### src/rtl/ssps_pkg.sv
// Shared types and constants for the sorted spike pattern store.
// Used by every module of the block; depends on nothing.
`default_nettype none

package ssps_pkg;

  // Sizing
  localparam int MAX_PATTERNS = 64;
  localparam int MAX_SPIKES   = 256;
  localparam int TIME_BITS    = 48;

  localparam int PAT_W  = $clog2(MAX_PATTERNS);     // list number
  localparam int CNT_W  = PAT_W + 1;                // open-list count, 0..MAX_PATTERNS
  localparam int SPK_W  = $clog2(MAX_SPIKES);       // slot within a list
  localparam int LEN_W  = SPK_W + 1;                // list length, 0..MAX_SPIKES
  localparam int ADDR_W = PAT_W + SPK_W;            // record store address
  localparam int ID_W   = 24;                       // layer, group, unit

  // Fixed port widths
  localparam int IDX_PORT_W  = 6;
  localparam int TIME_PORT_W = 48;
  localparam int POS_PORT_W  = 8;
  localparam int LEN_PORT_W  = 9;
  localparam int STAT_W      = 3;

  typedef enum logic [STAT_W-1:0] {
    ST_INSERTED   = 3'd0,
    ST_OPENED     = 3'd1,
    ST_BEYOND     = 3'd2,
    ST_TABLE_FULL = 3'd3,
    ST_LIST_FULL  = 3'd4
  } status_t;

  typedef enum logic [2:0] {
    S_IDLE,
    S_LEN,
    S_SCAN,
    S_PLACE,
    S_RESP
  } seq_state_t;

  // Sequencer to record store control
  typedef struct packed {
    logic              load;      // capture the new record
    logic              wr_en;
    logic              wr_shift;  // 1: move read record up, 0: place new record
    logic [ADDR_W-1:0] wr_addr;
    logic [ADDR_W-1:0] rd_addr;
  } store_ctrl_t;

endpackage

`default_nettype wire

### src/rtl/ssps_seq.sv
// Sequencer: pattern count, list length table, insertion scan and result
// registers. Drives the record store through store_ctrl_t. Depends on ssps_pkg.
`default_nettype none

module ssps_seq
  import ssps_pkg::*;
(
  input  wire logic                  clk,
  input  wire logic                  rst,
  input  wire logic                  start,
  input  wire logic [PAT_W-1:0]      pattern_index,
  input  wire logic                  less,
  output store_ctrl_t                ctrl,
  output logic                       busy,
  output logic                       done,
  output status_t                    res_status,
  output logic [SPK_W-1:0]           res_pos,
  output logic [LEN_W-1:0]           res_len
);

  seq_state_t        state, state_next;
  logic [CNT_W-1:0]  count, count_next;
  logic [PAT_W-1:0]  idx, idx_next;
  logic [SPK_W-1:0]  pos, pos_next;
  logic [LEN_W-1:0]  new_len, new_len_next;
  logic              opened, opened_next;
  status_t           res_status_next;
  logic [SPK_W-1:0]  res_pos_next;
  logic [LEN_W-1:0]  res_len_next;

  logic [LEN_W-1:0]  len_mem [MAX_PATTERNS];
  logic [LEN_W-1:0]  len_rd;
  logic              len_we;
  logic [CNT_W-1:0]  idx_ext;

  assign idx_ext = {1'b0, pattern_index};

  // Length table, read at the incoming index every cycle
  always_ff @(posedge clk) begin
    if (len_we) begin
      len_mem[idx] <= new_len;
    end
    len_rd <= len_mem[pattern_index];
  end

  // State and control registers
  always_ff @(posedge clk) begin
    if (rst) begin
      state <= S_IDLE;
      count <= '0;
    end else begin
      state <= state_next;
      count <= count_next;
    end
  end

  // Payload registers
  always_ff @(posedge clk) begin
    idx        <= idx_next;
    pos        <= pos_next;
    new_len    <= new_len_next;
    opened     <= opened_next;
    res_status <= res_status_next;
    res_pos    <= res_pos_next;
    res_len    <= res_len_next;
  end

  // Next state and outputs
  always_comb begin
    state_next      = state;
    count_next      = count;
    idx_next        = idx;
    pos_next        = pos;
    new_len_next    = new_len;
    opened_next     = opened;
    res_status_next = res_status;
    res_pos_next    = res_pos;
    res_len_next    = res_len;
    len_we          = 1'b0;
    ctrl            = '0;
    ctrl.wr_addr    = {idx, pos};
    ctrl.rd_addr    = {idx, pos - SPK_W'(2)};

    unique case (state)
      S_IDLE: begin
        if (start) begin
          ctrl.load    = 1'b1;
          idx_next     = pattern_index;
          res_pos_next = '0;
          if (idx_ext > count) begin
            res_status_next = ST_BEYOND;
            res_len_next    = '0;
            state_next      = S_RESP;
          end else if (idx_ext == count) begin
            if (count >= CNT_W'(MAX_PATTERNS)) begin
              res_status_next = ST_TABLE_FULL;
              res_len_next    = '0;
              state_next      = S_RESP;
            end else begin
              pos_next     = '0;
              new_len_next = LEN_W'(1);
              opened_next  = 1'b1;
              state_next   = S_PLACE;
            end
          end else begin
            opened_next = 1'b0;
            state_next  = S_LEN;
          end
        end
      end

      // Length arrives from the table; start the scan at the tail
      S_LEN: begin
        if (len_rd >= LEN_W'(MAX_SPIKES)) begin
          res_status_next = ST_LIST_FULL;
          res_len_next    = len_rd;
          state_next      = S_RESP;
        end else begin
          new_len_next = len_rd + LEN_W'(1);
          pos_next     = len_rd[SPK_W-1:0];
          if (len_rd == '0) begin
            state_next = S_PLACE;
          end else begin
            ctrl.rd_addr = {idx, len_rd[SPK_W-1:0] - SPK_W'(1)};
            state_next   = S_SCAN;
          end
        end
      end

      // Record at pos-1 is in the read register; shift it up if later
      S_SCAN: begin
        if (less) begin
          ctrl.wr_en    = 1'b1;
          ctrl.wr_shift = 1'b1;
          pos_next      = pos - SPK_W'(1);
          if (pos == SPK_W'(1)) begin
            state_next = S_PLACE;
          end
        end else begin
          state_next = S_PLACE;
        end
      end

      S_PLACE: begin
        ctrl.wr_en      = 1'b1;
        len_we          = 1'b1;
        res_status_next = opened ? ST_OPENED : ST_INSERTED;
        res_pos_next    = pos;
        res_len_next    = new_len;
        if (opened) begin
          count_next = count + CNT_W'(1);
        end
        state_next = S_RESP;
      end

      S_RESP: begin
        state_next = S_IDLE;
      end

      default: begin
        state_next = S_IDLE;
      end
    endcase
  end

  assign busy = (state != S_IDLE);
  assign done = (state == S_RESP);

endmodule

`default_nettype wire

### config.mk
export PLATFORM = sky130hd
export DESIGN_NAME = ssps_seq
export DESIGN_NICKNAME = d
export VERILOG_FILES = /design/src/rtl/ssps_pkg.sv /design/src/rtl/ssps_seq.sv
export SDC_FILE = /design/constraint.sdc
export NUM_CORES = 1
export LEC_CHECK = 0
export BUFFER_PORTS_ARGS = -buffer_cell sky130_fd_sc_hd__buf_4
export CORE_UTILIZATION = 62
export DETAILED_ROUTE_END_ITERATION = 16
export GPL_TIMING_DRIVEN = 0
export PLACE_DENSITY = 0.79
export REMOVE_ABC_BUFFERS = 1
export SLEW_MARGIN = 40
export SYNTH_ARGS = -nofsm -noshare
export SYNTH_HDL_FRONTEND = slang
export SYNTH_SLANG_ARGS = --single-unit
### constraint.sdc
create_clock -name clk -period 3.3 [get_ports clk]
set_input_delay 0.165 -clock clk [delete_from_list [all_inputs] [get_ports clk]]
set_output_delay 0.165 -clock clk [all_outputs]
set_load 0.005 [all_outputs]
# After elaboration in Yosys (flattened, before gate mapping)

Memories as Yosys holds them, arrays and structs flattened. A register that Yosys moved wholly into a read port is not among the register bits.
Index checks and enable logic that the tools add are counted.

Bitwise logic cells: 1
Mux-type cells: 49
Order comparisons: 3
Equal/unequal tests: 17
Reductions and logical operators: 15
Add/sub/neg operators: 5

Operators by type and width:

| cell                                                                  | number |
|---|---|
| 9-bit 2-to-1 mux                                                      | 10 |
| 8-bit 2-to-1 mux                                                      | 10 |
| 3-bit 2-to-1 mux                                                      | 12 |
| 9-bit one-hot mux with 3 select lines                                 | 1 |
| 8-bit one-hot mux with 3 select lines                                 | 1 |
| 9-bit one-hot mux with 2 select lines                                 | 1 |
| 2-bit != test, second input constant                                  | 8 |
| 8-bit one-hot mux with 2 select lines                                 | 1 |
| 8-bit by 1-bit subtractor with 8-bit output, second input constant    | 2 |
| 3-bit one-hot mux with 4 select lines                                 | 1 |
| 9-bit by 1-bit adder with 9-bit output, second input constant         | 1 |
| 9-bit greater-or-equal comparator, second input constant              | 1 |
| 9-bit logical NOT                                                     | 1 |
| 1-bit 2-to-1 mux                                                      | 9 |
| 3-bit != test, second input constant                                  | 3 |
| 3-bit one-hot mux with 3 select lines                                 | 1 |
| 3-bit nonzero test                                                    | 3 |
| 8-bit by 1-bit equality test with 1-bit output, second input constant | 1 |
| 2-bit AND reduction                                                   | 4 |
| 8-bit by 2-bit subtractor with 8-bit output, second input constant    | 1 |
| 7-bit by 1-bit adder with 7-bit output, second input constant         | 1 |
| 6-bit by 7-bit equality test with 1-bit output                        | 1 |
| 7-bit greater-or-equal comparator, second input constant              | 1 |
| 6-bit by 7-bit > comparator with 1-bit output                         | 1 |
| other kinds (12)                                                      | 14 |

RAM bits: 576
Memories kept: 1
Register bits after elaboration: 54
Output and inout bits: 53

Memory list:

| memory  | words | bits a word | read ports | clocked after memory_dff | write ports | RTL line       | source |
|---|---|---|---|---|---|---|---|
| len_mem | 64    | 9           | 1          | 1                        | 1           | ssps_seq.sv:31 | `logic [LEN_W-1:0] len_mem [MAX_PATTERNS];` |

# Longest topological paths before layout

Depth in word-level cells: 6
Depth in mapped cells: 12

# Least setup slack after synthesis

Ideal clock, no wire load.

Kind: input-to-reg
Start point: input pattern_index[0]
End point: register pos[0] (enable)
Path slack: 0.715 ns
Data required time: 2.914 ns
Data arrival time: 2.199 ns
Setup time: 0.386 ns
Buffers on the path: 3
Stages on the path: 10
Cell sequence: buf_6 -> buf_12 -> inv_2 -> buf_2 -> ha_1 -> nand3_1 -> or2_1 -> o21ai_1 -> nand2_1 -> a211oi_1

Cells in the longest elaborated chain, start to end: 3
Elaborated cells on any way between the ends: 5
Classes of those cells: order compare (1); eq/ne (3); reduce/logical (1)

RTL lines:

| what                                                                                                            | RTL line                       | source |
|---|---|---|
| start, declared                                                                                                 | ssps_seq.sv:11                 | `input wire logic [PAT_W-1:0] pattern_index,` |
| 6-bit by 7-bit > comparator with 1-bit output or 6-bit by 7-bit equality test with 1-bit output (tied branches) | ssps_seq.sv:90, ssps_seq.sv:94 |  |
| 2-bit != test (no source line)                                                                                  | n/a                            |  |
| 7-bit AND reduction (no source line) (*)                                                                        | n/a                            |  |
| end signal, assigned                                                                                            | ssps_seq.sv:60                 | `pos <= pos_next;` |
| end, declared                                                                                                   | ssps_seq.sv:24                 | `logic [SPK_W-1:0] pos, pos_next;` |

Every way passes the cells marked *; elsewhere a longest branch is shown, timed or not.
A chain may end at the register's enable or synchronous reset.

# Worst setup path after layout

Start point: register state[0]
End point: memory len_mem[26][4] (netlist bit) (enable)

Cells in the longest elaborated chain, start to end: 4

RTL lines:

| what                                           | RTL line       | source |
|---|---|---|
| start, declared                                | ssps_seq.sv:21 | `seq_state_t state, state_next;` |
| start signal, assigned                         | ssps_seq.sv:52 | `state <= state_next;` |
| 3-bit by 2-bit equality test with 1-bit output | ssps_seq.sv:84 | `unique case (state)` |
| 1-bit 2-to-1 mux                               | ssps_seq.sv:84 |  |
| 1-bit 2-to-1 mux                               | ssps_seq.sv:40 | `if (len_we) begin` |
| 1-bit 2-to-1 mux (not written as such)         | ssps_seq.sv:41 | `len_mem[idx] <= new_len;` |
| end, declared                                  | ssps_seq.sv:31 |  |

No other way between the ends.

==> results_dict.tcl <==
set metrics [dict create \
    hold_depth 1 \
    gr-usage-all-layers_pct 28.5 \
    final.setup_skew_ps 17.2 \
    synth-compound-area-share_pct 2.94 \
    required_ps 3550 \
    end_kind "flip-flop" \
    synthTopCellsByArea "edfxtp_1 (73%), mux4_2 (12%), mux2i_1 (1.8%)" \
    n_antenna_cell 0 \
    die_w_um 205 \
    cts_max_path_buffers 3 \
    ir_worst_vdd_uv 430 \
    rows 73 \
    vias 13327 \
    wl_per_cell_um 29.0 \
    cts.root.buffer_cell "clkbuf_16" \
    die_y_um 205 \
    cap_violations 0 \
    drc 0 \
    ys_async_sr_fraction_pct 0 \
    core-area_um2 40200 \
    netlist.area_leader.share_pct 73.0 \
    synth_xor_area_share_pct 0.961 \
    max_freq_ghz 0.297 \
    hold_path_startpoint "pattern_index[4]" \
    drive_gt1_share_pct 28.8 \
    yosysMostFrequentCell "edfxtp_1" \
    leakagePower_nw 9.22 \
    yosys-top-cells-count "edfxtp_1 (620), mux4_2 (141), nor2_1 (108)" \
    worst_slew_pin_slew_ps 889 \
    finalCriticalPeriod_ps 3360 \
    nFillCells 2258 \
    post-route-period-util_pct 102 \
    first_pass_iters 6 \
    power.total_w 0.0169 \
    maxSlewHeadroom_pct 40.7 \
    critPathArrivalTime_ps 3620 \
    antenna_found_initial 1 \
    grt_pass1_wl_um 85300 \
    areaGrowthSynthToFinish_pct 13.9 \
    violations "setup timing" \
    drt_iter0_drc 1935 \
    powerDensity_nw_per_um2 581 \
    cts_buffers 60 \
    ios 63 \
    status "complete, but fails checks" \
    ant_nets 0 \
    synth_top_area_cell "edfxtp_1" \
    syn_inst 1327 \
    start_kind "flip-flop" \
    clk_pin_slew_worst_paths_ps 60 \
    hp-class "input pin to flip-flop" \
    ys_warn_count 0 \
    place.gp.congestion 0.884 \
    synthAdderAreaFrac_pct 0.687 \
    h-tree-depth 2 \
    placed_area_um2 26800 \
    hold_viol 0 \
    synth_cell_types 51 \
    grt.overflow.total 0 \
    worstSkewPairLatency_ps 630 \
    drt-total-wl_um 57700 \
    fin_ws_ps -63.7 \
    synthMuxAreaShare_pct 14.6 \
    yosysSeqAreaShare_pct 74.5 \
    syn_area_per_cell_um2 19.2 \
    synth-main-ff-cell "edfxtp_1" \
    reg2reg_depth 5 \
    synth_edf_count 620 \
    critPathKind "flip-flop to flip-flop" \
    reg2reg_to "len_mem[26][4]$_DFFE_PP_" \
    synth-seq-cells 639 \
    nNetsFinal 1440 \
    synth-simple-area-share_pct 4.26 \
    ff2ff_setup_slack_ps -60 \
    cts_tree "built" \
    cp_max_fo 11 \
    synth_top_family_by_area "multiplexers" \
    grt_pass1_vias 13289 \
    rsz0062_at_grt "yes" \
    hold_end "idx[4]$_DFFE_PP_" \
    finalCoreUtilization_pct 72.3 \
    start_util_pct 63.5 \
    via_per_inst 6.70 \
    cts.sinks 639 \
    drv_slew 0 \
    grt_start_max_net_pins 102 \
    dp_hpwl_um 35300 \
    timing.final.setup_violations 47 \
    rr_startpoint "state[0]$_SDFFE_PP0P_" \
    die_area_um2 42000 \
    port-buffer-count 62 \
    final_area_um2 29100 \
    netlist_area_um2 25500 \
]
metrics by stage:
step	setup WS [ps]	instances	hold WS [ps]	TNS, ps
floorplan	882	1247	234	0
global placement	-1960	1834	408	-158180
detailed placement	-458	1872	415	-91290
CTS	-27.0	1986	7.18	-768
global route	-111	1989	21.8	-9730
finish	-63.7	1989	34.6	-854
worst max-delay path, stage by stage, from the launching register on:
cell and delay, ps:
dfxtp_1 530, nor2b_2 480, nand2_1 320, nor2_1 350
nand2_1 590, nor2_2 730
registers in the layout, summed over array words and instances, names as in the netlist:
register / cells
opened: 1
state: 3
res_status: 3
len_rd: 9
pos: 8
new_len: 9
res_pos: 8
idx: 6
count: 7
len_mem: 576
res_len: 9
area by class of cell:
class,instances,area [um2],share of cell area (%)
Clock buffer,74,1580,5.42
Clock inverter,36,407,1.40
Inverter,19,73.8,0.254
Multi-Input combinational cell,589,6270,21.6
Sequential cell,639,19000,65.4
Tap cell,525,657,2.26
Timing Repair Buffer,107,1070,3.69
worst max path at each step:
stage | endpoint | cells past startpoint | from
2_1_floorplan | pos[0]$_DFFE_PP_ | 8 | count[1]$_SDFFE_PP0P_
5_1_grt | len_mem[26][4]$_DFFE_PP_ | 5 | state[0]$_SDFFE_PP0P_
4_1_cts | len_mem[39][0]$_DFFE_PP_ | 5 | state[0]$_SDFFE_PP0P_
6_report | len_mem[26][4]$_DFFE_PP_ | 5 | state[0]$_SDFFE_PP0P_
3_3_place_gp | pos[4]$_DFFE_PP_ | 8 | pattern_index[0]
3_5_place_dp | len_mem[11][3]$_DFFE_PP_ | 5 | state[0]$_SDFFE_PP0P_
repair_timing:
item                                    in CTS  in global routing
endpoints found under the setup margin     556                267
pin swaps                                    0                  2
gates resized for setup                     34                 10
setup buffers                                0                  3
endpoints found under the hold margin       12                  0
hold buffers                                 4                  0
power by group:
group          total, W  switching, W  internal, W
sequential      0.00899     0.0000934      0.00889
clock           0.00700       0.00293      0.00408
combinational  0.000879      0.000506     0.000373
total            0.0169       0.00353       0.0133
logic make-up after synthesis:
kind of cell,Yosys count
flip-flops,639
XOR/XNOR,28
AO/OA/AOI/OAI,109
adder cells (fa/ha/maj),14
multiplexers,195
AND/OR/NAND/NOR,243
buffers and inverters,99
placed cells by master (no fill, tap or decap), types with 9 or more instances in the layout:
cell       instances
ha_1              14
clkinv_1          11
o221ai_1          12
mux2i_1           45
buf_6             24
clkinv_2          11
buf_8             12
clkbuf_1          13
buf_4             63
bufinv_16          9
dfxtp_1           18
xnor2_1           18
mux4_2           141
nor2_2            47
inv_1             16
a211oi_1          16
clkbuf_16         61
nor2_1            44
nor2_4            17
nand3_1           10
mux2_2             9
nand2_1           62
o21ai_0           16
o22ai_1           23
a21oi_1           10
edfxtp_1         620
xor2_1            10
per-layer routing:
metal  global-route usage [%]  wire length, um  share of wire [%]
met4                     9.95             1690                2.9
met3                     5.54             6270                 11
met1                     40.3            21900                 38
met5                        0               14              0.024
met2                     45.0            27800                 48
No activity file was read; power rests on OpenSTA's default activity.
